$ cat config.mk
export PLATFORM = sky130hd
export DESIGN_NAME = snwa_ctrl
export DESIGN_NICKNAME = d
export VERILOG_FILES = /design/src/hw/rtl/snwa_pkg.sv /design/src/hw/rtl/snwa_ctrl.sv
export SDC_FILE = /design/constraint.sdc
export NUM_CORES = 1
export LEC_CHECK = 0
export ABC_CLOCK_PERIOD_IN_PS = 5300
export BUFFER_PORTS_ARGS = -buffer_cell sky130_fd_sc_hd__buf_4
export CAP_MARGIN = 20
export CORE_MARGIN = 8
export CORE_UTILIZATION = 53
export CTS_CLUSTER_DIAMETER = 120
export DETAILED_ROUTE_END_ITERATION = 10
export GPL_TIMING_DRIVEN = 1
export HOLD_SLACK_MARGIN = 0.02
export PLACE_DENSITY = 0.85
export RECOVER_POWER = 25
export SYNTH_ARGS = -nofsm -noshare
export SYNTH_HDL_FRONTEND = slang
export SYNTH_SLANG_ARGS = --single-unit
$ cat constraint.sdc
create_clock -name clk -period 5.3 [get_ports clk]
set_clock_uncertainty 0.05 [all_clocks]
set_input_delay 0.795 -clock clk [delete_from_list [all_inputs] [get_ports clk]]
set_output_delay 0.795 -clock clk [all_outputs]
set_load 0.02 [all_outputs]
$ cat src/hw/rtl/snwa_pkg.sv
`timescale 1ns / 1ps
`default_nettype none

package snwa_pkg;

	// default sizes of the pixel map and the window
	localparam int DEF_MAX_WIDTH     = 128;
	localparam int DEF_MAX_HEIGHT    = 128;
	localparam int DEF_SEARCH_RADIUS = 6;
	localparam int DEF_RANDOM_LEVELS = 64;

	// field widths
	localparam int OP_W     = 2;
	localparam int POS_W    = 7;
	localparam int COLOR_W  = 8;
	localparam int RAND_W   = 6;
	localparam int RAND_N   = 64;
	localparam int CRD_W    = 8;
	localparam int CFG_W    = 8;
	localparam int PIX_W    = 1 + 3 * COLOR_W;
	localparam int IN_W     = 56;
	localparam int OUT_W    = 32;
	localparam int STEP_W   = $clog2(COLOR_W);
	localparam int CH_W     = 2;
	localparam int REG_IDX_W = 1;

	// register reset values
	localparam logic [CFG_W-1:0] MAP_WIDTH_RST  = 8'd128;
	localparam logic [CFG_W-1:0] MAP_HEIGHT_RST = 8'd128;

	// item kinds
	localparam logic [OP_W-1:0] OP_SET   = 2'd0;
	localparam logic [OP_W-1:0] OP_CLEAR = 2'd1;
	localparam logic [OP_W-1:0] OP_QUERY = 2'd2;

	// register indexes
	localparam logic [REG_IDX_W-1:0] REG_MAP_WIDTH  = 1'b0;
	localparam logic [REG_IDX_W-1:0] REG_MAP_HEIGHT = 1'b1;

	// color channels for the shared divider
	localparam logic [CH_W-1:0] CH_RED   = 2'd0;
	localparam logic [CH_W-1:0] CH_GREEN = 2'd1;
	localparam logic [CH_W-1:0] CH_BLUE  = 2'd2;

	// commands from the controller to the datapath
	typedef struct packed {
		logic            load;
		logic            clr_wr;
		logic            mem_wr;
		logic            win_init;
		logic            scan_rd;
		logic            div_load;
		logic            div_step;
		logic            div_store;
		logic            out_load;
		logic [CH_W-1:0] ch;
	} snwa_cmd_t;

	// status from the datapath to the controller
	typedef struct packed {
		logic            clr_last;
		logic            in_range;
		logic [OP_W-1:0] op;
		logic            win_last;
		logic            cnt_zero;
		logic            out_free;
	} snwa_stat_t;

	// residues of every random value, built by counting
	function automatic logic [RAND_N-1:0][RAND_W-1:0] rand_mod_table(input int levels);
		logic [RAND_N-1:0][RAND_W-1:0] tab;
		int r;
		int i;
		r = 0;
		for (i = 0; i < RAND_N; i++) begin
			tab[i] = RAND_W'(r);
			r = r + 1;
			if (r >= levels) begin
				r = 0;
			end
		end
		return tab;
	endfunction

endpackage

`default_nettype wire

$ cat src/hw/rtl/snwa_ctrl.sv
`timescale 1ns / 1ps
`default_nettype none

module snwa_ctrl
	import snwa_pkg::*;
(
	input  wire logic       clk,
	input  wire logic       arst_n,
	input  wire logic       in_valid,
	output logic            in_ready,
	input  wire snwa_stat_t stat,
	output snwa_cmd_t       cmd
);

	localparam logic [3:0] ST_CLEAR    = 4'd0;
	localparam logic [3:0] ST_IDLE     = 4'd1;
	localparam logic [3:0] ST_DECODE   = 4'd2;
	localparam logic [3:0] ST_SCAN     = 4'd3;
	localparam logic [3:0] ST_DRAIN    = 4'd4;
	localparam logic [3:0] ST_DIVLOAD  = 4'd5;
	localparam logic [3:0] ST_DIVSTEP  = 4'd6;
	localparam logic [3:0] ST_DIVSTORE = 4'd7;
	localparam logic [3:0] ST_FINISH   = 4'd8;

	logic [3:0]        state_q, state_d;
	logic [STEP_W-1:0] step_q, step_d;
	logic [CH_W-1:0]   ch_q, ch_d;

	assign in_ready = (state_q == ST_IDLE);

	// next state and commands
	always_comb begin
		state_d = state_q;
		step_d  = step_q;
		ch_d    = ch_q;
		cmd     = '0;
		cmd.ch  = ch_q;
		case (state_q)
			ST_CLEAR: begin
				cmd.clr_wr = 1'b1;
				if (stat.clr_last) begin
					state_d = ST_IDLE;
				end
			end
			ST_IDLE: begin
				if (in_valid) begin
					cmd.load = 1'b1;
					state_d  = ST_DECODE;
				end
			end
			ST_DECODE: begin
				state_d = ST_IDLE;
				if (stat.in_range) begin
					case (stat.op)
						OP_SET, OP_CLEAR: begin
							cmd.mem_wr = 1'b1;
						end
						OP_QUERY: begin
							cmd.win_init = 1'b1;
							state_d      = ST_SCAN;
						end
						default: begin
							state_d = ST_IDLE;
						end
					endcase
				end
			end
			ST_SCAN: begin
				cmd.scan_rd = 1'b1;
				if (stat.win_last) begin
					state_d = ST_DRAIN;
				end
			end
			ST_DRAIN: begin
				ch_d    = CH_RED;
				state_d = ST_DIVLOAD;
			end
			ST_DIVLOAD: begin
				if (stat.cnt_zero) begin
					state_d = ST_FINISH;
				end else begin
					cmd.div_load = 1'b1;
					step_d       = '0;
					state_d      = ST_DIVSTEP;
				end
			end
			ST_DIVSTEP: begin
				cmd.div_step = 1'b1;
				step_d       = step_q + 1'b1;
				if (step_q == STEP_W'(COLOR_W - 1)) begin
					state_d = ST_DIVSTORE;
				end
			end
			ST_DIVSTORE: begin
				cmd.div_store = 1'b1;
				if (ch_q == CH_BLUE) begin
					state_d = ST_FINISH;
				end else begin
					ch_d    = ch_q + 1'b1;
					state_d = ST_DIVLOAD;
				end
			end
			ST_FINISH: begin
				if (stat.out_free) begin
					cmd.out_load = 1'b1;
					state_d      = ST_IDLE;
				end
			end
			default: begin
				state_d = ST_IDLE;
			end
		endcase
	end

	// state registers
	always_ff @(posedge clk or negedge arst_n) begin
		if (!arst_n) begin
			state_q <= ST_CLEAR;
			step_q  <= '0;
			ch_q    <= CH_RED;
		end else begin
			state_q <= state_d;
			step_q  <= step_d;
			ch_q    <= ch_d;
		end
	end

endmodule

`default_nettype wire

==> reports/qor.csv <==
metric,value,unit
status,"complete, no violations",
area_growth,21.7,%
io_pins,22,
placedCellCount,113,
dr.pass1.iters,4,
syn_area,714,um^2
stdcell_count,117,
grt_pass1_wl,2620,um
vias_per_cell,5.40,
clock_sinks,9,
yosysTopAreaCell,dfrtp_1,
cts_buffer_depth,2,
clk_pin_slew,0.06,ns
ys_async_sr_fraction,100,%
synthTopCellsByCount,"dfrtp_1 (9), nor2_1 (9), nand2_1 (7)",
crit_path_max_incr_delay,0.74,ns
num_vias,632,
vdd_drop_max,306,uV
cts_setup_buffers,0,
period_minus_slack,2.47,ns
drive_above_1_share,32.4,%
fin_nets,116,
htreeDepth,1,
totalWireLength,1530,um
rows,13,
clock.fmax,404,MHz
postRouteAntennaNets,0,
grt.total_usage,12.1,%
core,1280,um^2
synth_ff_type,dfrtp_1,
ys_ff_latch,9,
cts_tree,yes,
globalplace.congestion,0.807,
root_buffer,clkbuf_4,
wl_met3,71,um
maxCapViolCount,0,
syn_inst,82,
report.final.hold_viol_count,0,
clkLatencyLatePin,0.27,ns
tightest_slew,0.626,ns
cp.arrival,1.63,ns
drv_slew,0,
critPathMaxFanout,24,
wl_met2,801,um
crit_path_start,state_q[1]$_DFFE_PN0P_,
rsz0062_at_grt,no,
min_path_type,input port to asynchronous set/reset pin,
wl_per_cell,13.0,um
chipWidth,52.7,um
synth-edff-count,0,
crit_type,flip-flop to primary output,
grt_start_max_net_pins,25,
required,4.45,ns
setup_violations,0,
ctsHoldBuffers,0,
crit_chain,nor2b_4 -> nand2_1 -> inv_1 -> buf_4,
seq_area_frac_synth,31.5,%
cts_buffers,3,
grt_overflow,0,
avgSynthCellArea,8.71,um^2
dr.first_iter.drc_count,17,
synth_cell_types,32,
n_antenna_cell,0,
synthTopCellsByArea,"dfrtp_1 (32%), ha_1 (5.3%), nor2_1 (4.7%)",
leakagePower,0.436,nW
fin_crit_sh,46.7,%
setup_tns,0,ns
endpoint_kind,primary output,
top_layer,met3,
wl_met1,653,um
start_util,55.6,%
relSlewSlack,58.3,%
antenna_found_initial,0,
grt_pass1_vias,625,
r2r_start,state_q[1]$_DFFE_PN0P_,
port_buffers,21,
post-dp-hpwl,1190,um
die_area,2780,um^2
yosys_warnings,0,
die_h,52.7,um
syn_nets,95,
cp-start-kind,flip-flop,
cts_resized,0,
synth.top_cell.area_share,31.5,%
p_per_area,496,nW/um^2
drc,0,
slowest_stage,dfrtp_1,
[worst max-delay path, delay by kind of cell (launching register included)]
| family | cells | cell delay, ns |
|---|---|---|
| flip-flops | 1 | 0.74 |
| AND/OR/NAND/NOR | 2 | 0.41 |
| buffers and inverters | 2 | 0.23 |
[final cells by class]
class	count	area [um^2]
fillers	111	415
clock buffers	4	26.3
repair buffers	21	154
inverters	5	18.8
flip-flops and latches	9	225
well taps	15	18.8
multi-input cells	63	427
[layer usage]
layer	global-route usage, %	up-vias
met5	0	-
li1	-	331
met2	20.4	9
met1	13.5	292
met4	2.59	0
met3	5.68	0
[layout by cell type, fill, tap and decap left out, types with 2 or more instances in the layout]
master / synthesis / final
nand3b_1: 2 / 2
and3_1: 3 / 3
and2_1: 2 / 2
clkbuf_4: 0 / 3
o21ai_2: 2 / 2
nor2b_4: 2 / 2
a22o_1: 2 / 2
nor2_1: 9 / 9
nor3_1: 2 / 2
nand2_1: 7 / 7
o22ai_1: 3 / 3
o21ai_0: 3 / 3
inv_1: 5 / 5
dfrtp_1: 9 / 9
a21oi_1: 5 / 5
nor2b_1: 2 / 2
a211oi_1: 2 / 2
buf_4: 0 / 20
mux2_2: 2 / 2
ha_1: 3 / 3
clkbuf_1: 0 / 2
[state kept, by name (all words and copies together) (netlist names)]
signal,flops
ch_q,2
state_q,4
step_q,3
[cells by family after synthesis]
| kind of cell | count (synthesis) | share of synthesized area, % |
|---|---|---|
| fa+ha+maj | 3 | 5.25 |
| flops | 9 | 31.5 |
| compound gates | 21 | 20.0 |
| buf+inv | 10 | 8.76 |
| mux | 3 | 4.55 |
| simple gates | 36 | 29.9 |
[metrics by stage]
stage                     setup slack (ns)  power, mW  instance area [um^2]  utilization, %  hold slack (ns)
after floorplan                       3.05      0.325                   714               -            0.427
after global placement                3.05      0.379                   847            65.9            0.448
after detailed placement              3.03      0.381                   847            65.9            0.458
after CTS                             2.82      0.436                   873            68.0            0.286
after global routing                  2.67      0.471                   870            67.7            0.452
final                                 2.83      0.432                   870            67.7            0.398
[power breakdown]
group | internal [mW] | switching [mW] | total, mW
combinational | 0.116 | 0.120 | 0.236
sequential | 0.0895 | 0.0526 | 0.142
clock | 0.0290 | 0.0241 | 0.0532
[worst paths after layout]
check	cells past startpoint	slack [ns]	end
max in group asynchronous	1	4.47	state_q[1]$_DFFE_PN0P_
max reg2reg	3	3.43	state_q[1]$_DFFE_PN0P_
min reg2reg	1	0.47	step_q[0]$_DFFE_PN0P_
min in group clk	1	0.47	step_q[0]$_DFFE_PN0P_
min	1	0.40	state_q[3]$_DFFE_PN0P_
max	4	2.83	cmd[4]
No activity file was read; power rests on OpenSTA's default activity.
